**src/rtl/core/kway_sorted_stream_merge_assert.svh**
```systemverilog
// Assertion macros used by the merge block's datapath RTL.
// Each expects signals named clk and rst_n in the enclosing scope.
`ifndef KWAY_SORTED_STREAM_MERGE_ASSERT_SVH
`define KWAY_SORTED_STREAM_MERGE_ASSERT_SVH
`ifndef SYNTHESIS
// Same-cycle implication, disabled during reset.
`define KSSM_ASSERT_IMP(label, cond, prop) \
    label: assert property (@(posedge clk) disable iff (!rst_n) (cond) |-> (prop)) \
        else $error("%m: implication check failed");
// Next-cycle implication, disabled during reset.
`define KSSM_ASSERT_NXT(label, cond, prop) \
    label: assert property (@(posedge clk) disable iff (!rst_n) (cond) |=> (prop)) \
        else $error("%m: next-cycle check failed");
`else
`define KSSM_ASSERT_IMP(label, cond, prop)
`define KSSM_ASSERT_NXT(label, cond, prop)
`endif
`endif

```
**src/rtl/core/kssm_pkg.sv**
```systemverilog
// Shared types and constants of the k-way sorted stream merge.
// No dependencies; used by the controller, the datapath and the top level.
`default_nettype none
package kssm_pkg;

    // Fixed field widths of the item and result.
    localparam int VALUE_W = 32;
    localparam int WAY_W   = 2;

    // Item command codes.
    localparam logic CMD_PUSH  = 1'b0;
    localparam logic CMD_CLOSE = 1'b1;

    // Commands from the controller to the datapath.
    typedef struct packed {
        logic accept;     // take the item on the input ports
        logic scan_init;  // clear the minimum search
        logic rd;         // read the head of the way under scan
        logic cmp;        // compare that head against the best so far
        logic emit;       // pop the best way and load a value result
        logic emit_ovf;   // load an overflow result
    } kssm_cmd_t;

    // Status from the datapath to the controller.
    typedef struct packed {
        logic item_ovf;     // the item on the ports is a push into a full way
        logic drain_ready;  // every way holds a value or is closed, and one holds a value
        logic scan_last;    // the way under scan is the last one
        logic out_free;     // the output register can take a result this cycle
    } kssm_stat_t;

endpackage
`default_nettype wire

```
**src/rtl/core/kssm_ram.sv**
```systemverilog
// Generic single-port-write, single-port-read RAM with a registered read.
// No dependencies.
`default_nettype none
module kssm_ram #(
    parameter int WIDTH = 32,
    parameter int DEPTH = 64
) (
    input  wire logic                     clk,
    input  wire logic                     we,
    input  wire logic [$clog2(DEPTH)-1:0] waddr,
    input  wire logic [WIDTH-1:0]         wdata,
    input  wire logic                     re,
    input  wire logic [$clog2(DEPTH)-1:0] raddr,
    output logic      [WIDTH-1:0]         rdata
);

    logic [WIDTH-1:0] mem [DEPTH];

    // Write port and registered read port.
    always_ff @(posedge clk)
    begin
        if (we)
        begin
            mem[waddr] <= wdata;
        end
        if (re)
        begin
            rdata <= mem[raddr];
        end
    end

endmodule
`default_nettype wire

```
**src/rtl/core/kssm_ctrl.sv**
```systemverilog
// Controller state machine of the k-way merge.
// Depends on kssm_pkg for the command and status structs.
`default_nettype none
module kssm_ctrl (
    input  wire logic              clk,
    input  wire logic              rst_n,
    input  wire logic              in_valid,
    output logic                   in_stall,
    input  wire kssm_pkg::kssm_stat_t status,
    output kssm_pkg::kssm_cmd_t    cmd
);

    typedef enum logic [2:0] {
        ST_IDLE,
        ST_CHECK,
        ST_RD,
        ST_CMP,
        ST_EMIT,
        ST_OVF
    } state_t;

    state_t state_reg;

    // Items are taken only while no drain or overflow report is under way.
    assign in_stall = (state_reg != ST_IDLE);

    // Command decode from the current state.
    always_comb
    begin
        cmd = '0;
        case (state_reg)
            ST_IDLE:  cmd.accept    = in_valid;
            ST_CHECK: cmd.scan_init = status.drain_ready;
            ST_RD:    cmd.rd        = 1'b1;
            ST_CMP:   cmd.cmp       = 1'b1;
            ST_EMIT:  cmd.emit      = status.out_free;
            ST_OVF:   cmd.emit_ovf  = status.out_free;
            default:  cmd = '0;
        endcase
    end

    // State register.
    always_ff @(posedge clk or negedge rst_n)
    begin
        if (!rst_n)
        begin
            state_reg <= ST_IDLE;
        end
        else
        begin
            case (state_reg)
                ST_IDLE:
                begin
                    if (in_valid)
                    begin
                        state_reg <= status.item_ovf ? ST_OVF : ST_CHECK;
                    end
                end
                ST_CHECK:
                begin
                    state_reg <= status.drain_ready ? ST_RD : ST_IDLE;
                end
                ST_RD:
                begin
                    state_reg <= ST_CMP;
                end
                ST_CMP:
                begin
                    state_reg <= status.scan_last ? ST_EMIT : ST_RD;
                end
                ST_EMIT:
                begin
                    if (status.out_free)
                    begin
                        state_reg <= ST_CHECK;
                    end
                end
                ST_OVF:
                begin
                    if (status.out_free)
                    begin
                        state_reg <= ST_IDLE;
                    end
                end
                default:
                begin
                    state_reg <= ST_IDLE;
                end
            endcase
        end
    end

endmodule
`default_nettype wire

```
**src/rtl/core/kssm_dp.sv**
```systemverilog
// Datapath of the k-way merge: per-way FIFO state, value RAM, minimum search
// and the output register. Depends on kssm_pkg, kssm_ram and the assert macros.
`default_nettype none
`include "kway_sorted_stream_merge_assert.svh"
module kssm_dp #(
    parameter int NUM_WAYS  = 3,
    parameter int WAY_DEPTH = 16
) (
    input  wire logic                                clk,
    input  wire logic                                rst_n,
    input  wire logic                                command,
    input  wire logic [kssm_pkg::WAY_W-1:0]          way,
    input  wire logic signed [kssm_pkg::VALUE_W-1:0] value,
    input  wire kssm_pkg::kssm_cmd_t                 cmd,
    output kssm_pkg::kssm_stat_t                     status,
    input  wire logic                                out_stall,
    output logic                                     out_valid,
    output logic signed [kssm_pkg::VALUE_W-1:0]      value_res,
    output logic [kssm_pkg::WAY_W-1:0]               source_way,
    output logic                                     last,
    output logic                                     overflow
);

    localparam int IDX_W     = $clog2(NUM_WAYS);
    localparam int PTR_W     = $clog2(WAY_DEPTH);
    localparam int CNT_W     = $clog2(WAY_DEPTH + 1);
    localparam int SUM_W     = PTR_W + 1;
    localparam int RAM_DEPTH = NUM_WAYS * (2 ** PTR_W);
    localparam int VW        = kssm_pkg::VALUE_W;
    localparam int WW        = kssm_pkg::WAY_W;

    // Per-way FIFO control state.
    logic [CNT_W-1:0] cnt_reg  [NUM_WAYS];
    logic [PTR_W-1:0] rptr_reg [NUM_WAYS];
    logic [NUM_WAYS-1:0] closed_reg;

    // Minimum search state.
    logic [IDX_W-1:0] scan_idx_reg;
    logic [IDX_W-1:0] best_idx_reg;
    logic [VW-1:0]    best_val_reg;
    logic             found_reg;
    logic [IDX_W-1:0] item_idx_reg;

    // Output register.
    logic             out_valid_reg;
    logic [VW-1:0]    value_res_reg;
    logic [WW-1:0]    source_way_reg;
    logic             last_reg;
    logic             overflow_reg;

    logic             item_ok;
    logic [IDX_W-1:0] item_idx;
    logic [NUM_WAYS-1:0] item_hot;
    logic [NUM_WAYS-1:0] scan_hot;
    logic [NUM_WAYS-1:0] best_hot;
    logic [NUM_WAYS-1:0] nz_vec;
    logic [NUM_WAYS-1:0] full_vec;
    logic [NUM_WAYS-1:0] empty_after;
    logic [PTR_W-1:0] wpos [NUM_WAYS];
    logic [PTR_W-1:0] wpos_sel;
    logic [PTR_W-1:0] scan_rptr;
    logic             item_closed;
    logic             item_full;
    logic             push_ok;
    logic             scan_nz;
    logic             last_next;
    logic             out_free;
    logic             ram_we;
    logic [VW-1:0]    ram_rdata;

    // Item decode: range check and way index.
    assign item_ok  = ({{(32 - WW){1'b0}}, way} < 32'(NUM_WAYS));
    assign item_idx = IDX_W'(way);

    // Per-way flags and the FIFO write position of each way.
    always_comb
    begin
        for (int w = 0; w < NUM_WAYS; w++)
        begin
            logic [SUM_W-1:0] sum;
            sum         = SUM_W'(rptr_reg[w]) + SUM_W'(cnt_reg[w]);
            wpos[w]     = (sum >= SUM_W'(WAY_DEPTH)) ? PTR_W'(sum - SUM_W'(WAY_DEPTH))
                                                      : PTR_W'(sum);
            item_hot[w] = item_ok && (item_idx == IDX_W'(w));
            scan_hot[w] = (scan_idx_reg == IDX_W'(w));
            best_hot[w] = (best_idx_reg == IDX_W'(w));
            nz_vec[w]   = (cnt_reg[w] != '0);
            full_vec[w] = (cnt_reg[w] == CNT_W'(WAY_DEPTH));
            empty_after[w] = best_hot[w] ? (cnt_reg[w] == CNT_W'(1)) : !nz_vec[w];
        end
    end

    // One-hot selection of the addressed way's pointers.
    always_comb
    begin
        wpos_sel  = '0;
        scan_rptr = '0;
        for (int w = 0; w < NUM_WAYS; w++)
        begin
            wpos_sel  = wpos_sel  | (item_hot[w] ? wpos[w] : '0);
            scan_rptr = scan_rptr | (scan_hot[w] ? rptr_reg[w] : '0);
        end
    end

    assign item_closed = |(item_hot & closed_reg);
    assign item_full   = |(item_hot & full_vec);
    assign push_ok     = item_ok && (command == kssm_pkg::CMD_PUSH) && !item_closed
                         && !item_full;
    assign scan_nz     = |(scan_hot & nz_vec);
    assign last_next   = (&closed_reg) && (&empty_after);
    assign out_free    = !out_valid_reg || !out_stall;
    assign ram_we      = cmd.accept && push_ok;

    // Status to the controller.
    always_comb
    begin
        status.item_ovf    = item_ok && (command == kssm_pkg::CMD_PUSH) && !item_closed
                             && item_full;
        status.drain_ready = (|nz_vec) && (&(nz_vec | closed_reg));
        status.scan_last   = (scan_idx_reg == IDX_W'(NUM_WAYS - 1));
        status.out_free    = out_free;
    end

    // Value storage: way index in the upper address bits, slot in the lower.
    kssm_ram #(
        .WIDTH (VW),
        .DEPTH (RAM_DEPTH)
    ) u_ram (
        .clk   (clk),
        .we    (ram_we),
        .waddr ({item_idx, wpos_sel}),
        .wdata (value),
        .re    (cmd.rd),
        .raddr ({scan_idx_reg, scan_rptr}),
        .rdata (ram_rdata)
    );

    // Per-way counts, read pointers and closed flags.
    always_ff @(posedge clk or negedge rst_n)
    begin
        if (!rst_n)
        begin
            for (int w = 0; w < NUM_WAYS; w++)
            begin
                cnt_reg[w]  <= '0;
                rptr_reg[w] <= '0;
            end
            closed_reg <= '0;
        end
        else
        begin
            for (int w = 0; w < NUM_WAYS; w++)
            begin
                if (cmd.accept && item_hot[w])
                begin
                    if (command == kssm_pkg::CMD_CLOSE)
                    begin
                        closed_reg[w] <= 1'b1;
                    end
                    else if (push_ok)
                    begin
                        cnt_reg[w] <= cnt_reg[w] + CNT_W'(1);
                    end
                end
                if (cmd.emit && best_hot[w])
                begin
                    cnt_reg[w]  <= cnt_reg[w] - CNT_W'(1);
                    rptr_reg[w] <= (rptr_reg[w] == PTR_W'(WAY_DEPTH - 1)) ? '0
                                   : rptr_reg[w] + PTR_W'(1);
                end
            end
        end
    end

    // Minimum search over the way heads, one way per read and compare.
    always_ff @(posedge clk or negedge rst_n)
    begin
        if (!rst_n)
        begin
            scan_idx_reg <= '0;
            best_idx_reg <= '0;
            found_reg    <= 1'b0;
            item_idx_reg <= '0;
        end
        else
        begin
            if (cmd.accept)
            begin
                item_idx_reg <= item_idx;
            end
            if (cmd.scan_init)
            begin
                scan_idx_reg <= '0;
                found_reg    <= 1'b0;
            end
            else if (cmd.cmp)
            begin
                if (scan_nz && (!found_reg || ($signed(ram_rdata) < $signed(best_val_reg))))
                begin
                    found_reg    <= 1'b1;
                    best_idx_reg <= scan_idx_reg;
                end
                if (!status.scan_last)
                begin
                    scan_idx_reg <= scan_idx_reg + IDX_W'(1);
                end
            end
        end
    end

    // Best value payload follows the search without reset.
    always_ff @(posedge clk)
    begin
        if (cmd.cmp && scan_nz && (!found_reg || ($signed(ram_rdata) < $signed(best_val_reg))))
        begin
            best_val_reg <= ram_rdata;
        end
    end

    // Output register valid flag.
    always_ff @(posedge clk or negedge rst_n)
    begin
        if (!rst_n)
        begin
            out_valid_reg <= 1'b0;
        end
        else if (cmd.emit || cmd.emit_ovf)
        begin
            out_valid_reg <= 1'b1;
        end
        else if (!out_stall)
        begin
            out_valid_reg <= 1'b0;
        end
    end

    // Output register payload.
    always_ff @(posedge clk)
    begin
        if (cmd.emit)
        begin
            value_res_reg  <= best_val_reg;
            source_way_reg <= WW'(best_idx_reg);
            last_reg       <= last_next;
            overflow_reg   <= 1'b0;
        end
        else if (cmd.emit_ovf)
        begin
            value_res_reg  <= '0;
            source_way_reg <= WW'(item_idx_reg);
            last_reg       <= 1'b0;
            overflow_reg   <= 1'b1;
        end
    end

    assign out_valid  = out_valid_reg;
    assign value_res  = $signed(value_res_reg);
    assign source_way = source_way_reg;
    assign last       = last_reg;
    assign overflow   = overflow_reg;

    // A result is only loaded when the output register can take it.
    `KSSM_ASSERT_IMP(a_emit_free, cmd.emit || cmd.emit_ovf, out_free)
    // A popped way was found by the search and still holds a value.
    `KSSM_ASSERT_IMP(a_emit_nonempty, cmd.emit, found_reg && ((nz_vec & best_hot) != '0))
    // An overflow report shows up next cycle as a flagged result.
    `KSSM_ASSERT_NXT(a_ovf_result, cmd.emit_ovf, out_valid_reg && overflow_reg && !last_reg)

endmodule
`default_nettype wire

```
**src/rtl/core/kway_sorted_stream_merge.sv**
```systemverilog
// Top level of the k-way sorted stream merge: controller plus datapath.
// Depends on kssm_pkg, kssm_ctrl and kssm_dp.
//
//   channel | handshake              | payload
//   --------+------------------------+--------------------------------------
//   input   | in_valid / in_stall    | command, way, value
//   output  | out_valid / out_stall  | value_res, source_way, last, overflow
//
// A push or close is an accept, then a drain check; an item whose way is out
// of range takes the same path. A merged value takes a drain check, a head
// search reading one way per RAM access and comparing, then an emit. An
// overflow report is an accept, then its emit. Reset clears all counts,
// pointers and closed flags at once; the value RAM needs no clearing pass.
// While the output register stalls, the next result waits in the controller.
`default_nettype none
module kway_sorted_stream_merge #(
    parameter int NUM_WAYS  = 3,
    parameter int WAY_DEPTH = 16
) (
    input  wire logic                                clk,
    input  wire logic                                rst_n,
    input  wire logic                                in_valid,
    output logic                                     in_stall,
    input  wire logic                                command,
    input  wire logic [kssm_pkg::WAY_W-1:0]          way,
    input  wire logic signed [kssm_pkg::VALUE_W-1:0] value,
    output logic                                     out_valid,
    input  wire logic                                out_stall,
    output logic signed [kssm_pkg::VALUE_W-1:0]      value_res,
    output logic [kssm_pkg::WAY_W-1:0]               source_way,
    output logic                                     last,
    output logic                                     overflow
);

    kssm_pkg::kssm_cmd_t  cmd;
    kssm_pkg::kssm_stat_t status;

    // Sequencing of accept, search and result loading.
    kssm_ctrl u_ctrl (
        .clk      (clk),
        .rst_n    (rst_n),
        .in_valid (in_valid),
        .in_stall (in_stall),
        .status   (status),
        .cmd      (cmd)
    );

    // Way buffers, search and output register.
    kssm_dp #(
        .NUM_WAYS  (NUM_WAYS),
        .WAY_DEPTH (WAY_DEPTH)
    ) u_dp (
        .clk        (clk),
        .rst_n      (rst_n),
        .command    (command),
        .way        (way),
        .value      (value),
        .cmd        (cmd),
        .status     (status),
        .out_stall  (out_stall),
        .out_valid  (out_valid),
        .value_res  (value_res),
        .source_way (source_way),
        .last       (last),
        .overflow   (overflow)
    );

endmodule
`default_nettype wire
```
**config.mk**
```make
export PLATFORM = sky130hd
export DESIGN_NAME = kway_sorted_stream_merge
export DESIGN_NICKNAME = d
export VERILOG_FILES = /design/src/rtl/core/kssm_pkg.sv /design/src/rtl/core/kssm_ram.sv /design/src/rtl/core/kssm_ctrl.sv /design/src/rtl/core/kssm_dp.sv /design/src/rtl/core/kway_sorted_stream_merge.sv
export VERILOG_INCLUDE_DIRS = /design/src /design/src/rtl/core
export SDC_FILE = /design/constraint.sdc
export NUM_CORES = 2
export LEC_CHECK = 0
export BUFFER_PORTS_ARGS = -buffer_cell sky130_fd_sc_hd__buf_4
export CAP_MARGIN = 0
export CORE_ASPECT_RATIO = 1.4
export CORE_MARGIN = 2
export CORE_UTILIZATION = 60
export CTS_BUF_LIST = sky130_fd_sc_hd__clkbuf_2
export CTS_CLUSTER_SIZE = 8
export DETAILED_ROUTE_END_ITERATION = 7
export PLACE_DENSITY_LB_ADDON = 0.08
export SKIP_LAST_GASP = 1
export SYNTH_ARGS = -nofsm -noshare
export SYNTH_HDL_FRONTEND = slang
export SYNTH_SLANG_ARGS = --single-unit
```
**constraint.sdc**
```tcl
create_clock -name clk -period 7.15 [get_ports clk]
set_input_delay 0.3575 -clock clk [delete_from_list [all_inputs] [get_ports clk]]
set_output_delay 0.3575 -clock clk [all_outputs]
set_load 0.03 [all_outputs]
```
==> results.py <==
metrics = {
    "routing": {
        "via_count": 41496,
        "wl_per_cell_um": 28.7,
        "vias_per_cell": 6.27,
        "route.detailed.drc": 0,
        "dr.first_iter.drc_count": 5228,
        "drt-total-wl_um": 190000,
        "firstDrtPassIters": 8,
        "ant_nets": 0,
    },
    "final_layout": {
        "largest_reg_flops": 1536,
        "syn_to_final_growth_pct": 11.7,
        "fillCellCount": 7780,
        "regMostFlops": "u_dp.u_ram.mem",
        "instances_no_fill": 6622,
        "fin_util_pct": 67.4,
        "final_cell_area_mm2": 0.0741,
        "final_layout_size_suffix_gt1_share_pct": 17.8,
        "num-nets-final": 4968,
    },
    "sta": {
        "worst_pin_slew_ns": 1.59,
        "period_share_pct": 77.1,
        "timing.slew.headroom_pct": -5.94,
        "max_freq_ghz": 0.181,
        "rsz0062_at_grt": "false",
        "setup_violations": 0,
        "fin_worst_skew_ns": 0.133,
        "whs_ns": 0.211,
        "slew_violations": 3,
        "layout_min_cycle_time_ns": 5.52,
        "setup_ws_ns": 1.63,
        "setup_tns_ns": 0,
        "finalHoldViolations": 0,
    },
    "critical_path": {
        "start_kind": "flop",
        "worst-setup-path-type": "reg2reg",
        "path_buf_inv": 2,
        "cpMaxStageDelayCell": "a221oi_1",
        "end_kind": "flop",
        "cp_top_family": "compound AO/OA/AOI/OAI gates",
        "path_cells": "buf_4, inv_1, ha_1, a22oi_1, nand2_4, nand3_2, o22ai_1, or4_1, a221oi_1, a222oi_1",
        "cp_max_fo": 53,
        "required_ns": 8.41,
        "reg2reg_slack_ns": 1.63,
        "arrival_ns": 6.77,
        "cp_slowest_stage_delay_ns": 1.22,
    },
    "placement": {
        "post_dp_cell_area_mm2": 0.0691,
        "hpwl_um": 106000,
        "place_inst": 5822,
        "gp_congestion": 0.917,
        "dp_slack_ns": 1.79,
        "numPortBuffers": 76,
    },
    "clock_network": {
        "cts-resized-gates": 0,
        "cts.sink_count": 1677,
        "cts_root_buffer": "clkbuf_2",
        "htree_levels": 5,
        "worstSkewPairLatency_ns": 1.67,
        "cts_setup_buffers": 0,
        "cts_tree": "done",
        "cts_buffer_depth": 4,
        "clkTransAtPathRegs_ns": 0.10,
        "cts_inserted_buffers": 393,
    },
    "outcome": {
        "violations": "capacitance limit, slew limit",
        "run_status": "finished, violations left",
    },
    "power_and_ir_drop": {
        "power_density_mw_per_mm2": 309,
        "vdd_ir_drop_max_v": 0.000339,
        "p_leak_nw": 25.6,
        "power_mw": 22.9,
    },
    "floorplanning": {
        "dieWidth_um": 285,
        "die_y_um": 397,
        "num_rows": 144,
        "start_util_pct": 60.4,
        "die_area_mm2": 0.113,
        "pin_count": 77,
        "core_area_mm2": 0.110,
    },
    "run": {
        "maxCapViolations": 1,
    },
    "logic_synthesis": {
        "avgSynthCellArea_um2": 14.9,
        "synth_top_family_by_area": "simple AND/OR/NAND/NOR gates",
        "synth_fa_ha_area_share_pct": 1.13,
        "synthXorXnorAreaFrac_pct": 0.343,
        "synth-simple-area-share_pct": 9.03,
        "synth_compound_area_share_pct": 6.98,
        "ys_seq_elements": 1677,
        "synthArstFlopShare_pct": 2.44,
        "synth_edf_count": 1635,
        "synth_mux_area_share_pct": 5.04,
        "ys_warn_count": 0,
        "synth.distinct_cells": 58,
        "syn_inst": 4448,
        "yosysSeqAreaShare_pct": 75.6,
        "synth_fp_nets": 4545,
        "syn_area_mm2": 0.0663,
        "synth_ff_type": "edfxtp_1",
    },
    "grt": {
        "grt_usage_pct": 33.7,
        "grt_pass1_vias": 40326,
        "grt_max_degree": 146,
        "grt_pass1_wl_um": 272000,
        "grt_antenna_before_repair": 10,
        "grt-ovfl-total": 0,
    },
    "hold_path": {
        "hold_path.class": "in2reg",
    },
}
## cells by family after synthesis
logic type      after synthesis
flops                      1677
buf+inv                     312
xor+xnor                     26
compound gates              672
mux                         333
fa+ha+maj                    58
simple gates               1370
## worst paths after layout
path | start | to | cells past startpoint
setup / recovery | u_dp.scan_idx_reg[1]$_DFFE_PN0P_ | u_dp.u_ram.rdata[3]$_DFFE_PP_ | 10
hold / removal | in_valid | u_ctrl.state_reg[0]$_DFFE_PN0P_ | 5
setup reg to reg | u_dp.scan_idx_reg[1]$_DFFE_PN0P_ | u_dp.u_ram.rdata[3]$_DFFE_PP_ | 10
hold reg to reg | u_dp.overflow$_SDFFE_PP0P_ | u_dp.overflow$_SDFFE_PP0P_ | 1
max in group asynchronous | rst_n | u_dp.scan_idx_reg[0]$_DFFE_PN0P_ | 5
min in group asynchronous | rst_n | u_dp.cnt_reg[9]$_DFFE_PN0P_ | 5
## cell usage after synthesis, types with 9 or more instances
cell type | instances | area share (%)
a21oi_1 | 152 | 1.1
a221oi_1 | 12 | 0.16
a221oi_2 | 20 | 0.45
a222oi_1 | 34 | 0.51
a22oi_1 | 9 | 0.10
a311oi_1 | 66 | 0.87
a31oi_1 | 133 | 1.3
and3_1 | 195 | 1.8
buf_1 | 33 | 0.19
buf_2 | 56 | 0.42
clkbuf_1 | 170 | 0.96
dfrtp_1 | 41 | 1.5
edfxtp_1 | 1635 | 74
ha_1 | 55 | 1.0
inv_1 | 48 | 0.27
mux2_2 | 9 | 0.15
mux2i_1 | 324 | 4.9
nand2_1 | 949 | 5.4
nand3_1 | 16 | 0.12
nand4_1 | 12 | 0.11
nor2_1 | 110 | 0.62
o21ai_0 | 24 | 0.18
o22ai_1 | 163 | 1.5
o41ai_1 | 32 | 0.42
or4_1 | 33 | 0.37
xnor2_1 | 23 | 0.30
## power by group
group,switching [mW],total [mW],internal (mW)
logic,3.83,5.53,1.71
registers,0.382,11.5,11.1
clock network,3.60,5.86,2.26
total,7.81,22.9,15.1
## worst register-to-register path, cell delays in order (launching register included)
cell and delay (ns):
dfrtp_1 0.34, buf_4 0.48, inv_1 0.23, ha_1 0.31, a22oi_1 0.35, nand2_4 0.44, nand3_2 0.83, o22ai_1 0.26
or4_1 0.56, a221oi_1 1.22, a222oi_1 0.16
## layout make-up
| cell class | count | area (um^2) | share of cell area (%) |
|---|---|---|---|
| Sequential cell | 1677 | 50100 | 67.7 |
| Multi-Input combinational cell | 2459 | 15500 | 20.9 |
| Timing Repair Buffer | 292 | 3090 | 4.17 |
| Clock buffer | 572 | 2860 | 3.86 |
| Tap cell | 1460 | 1830 | 2.47 |
| Clock inverter | 100 | 493 | 0.665 |
| Inverter | 48 | 180 | 0.243 |
| Antenna cell | 14 | 35.0 | 0.0473 |
## per-layer routing
metal | vias up | track usage [%] | share of wire, %
li1 | 18113 | - | -
met1 | 20734 | 42.0 | 37
met2 | 2252 | 55.0 | 49
met3 | 395 | 7.78 | 8.7
met4 | 2 | 18.6 | 5.6
met5 | - | 0 | 0.0058
## cells in the final DEF (no fill, tap or decap), types with 18 or more instances in the layout
cell type / instances
mux2i_1: 324
inv_1: 48
nor2_4: 48
a311oi_1: 65
or4_1: 33
a31oi_1: 133
a221oi_2: 20
o21ai_0: 24
buf_16: 18
clkbuf_2: 572
nand2_1: 947
a21oi_1: 151
a222oi_1: 34
clkinv_1: 84
dfrtp_1: 40
dlygate4sd3_1: 81
nor2_1: 60
buf_4: 166
edfxtp_1: 1635
buf_12: 27
and3_1: 195
o22ai_1: 163
xnor2_1: 23
o41ai_1: 24
ha_1: 55
## what timing repair did
action	CTS	global route
hold buffers	114	0
hold endpoints to repair	2257	0
endpoints found under the setup margin	0	0
No activity file was read; power rests on OpenSTA's default activity.
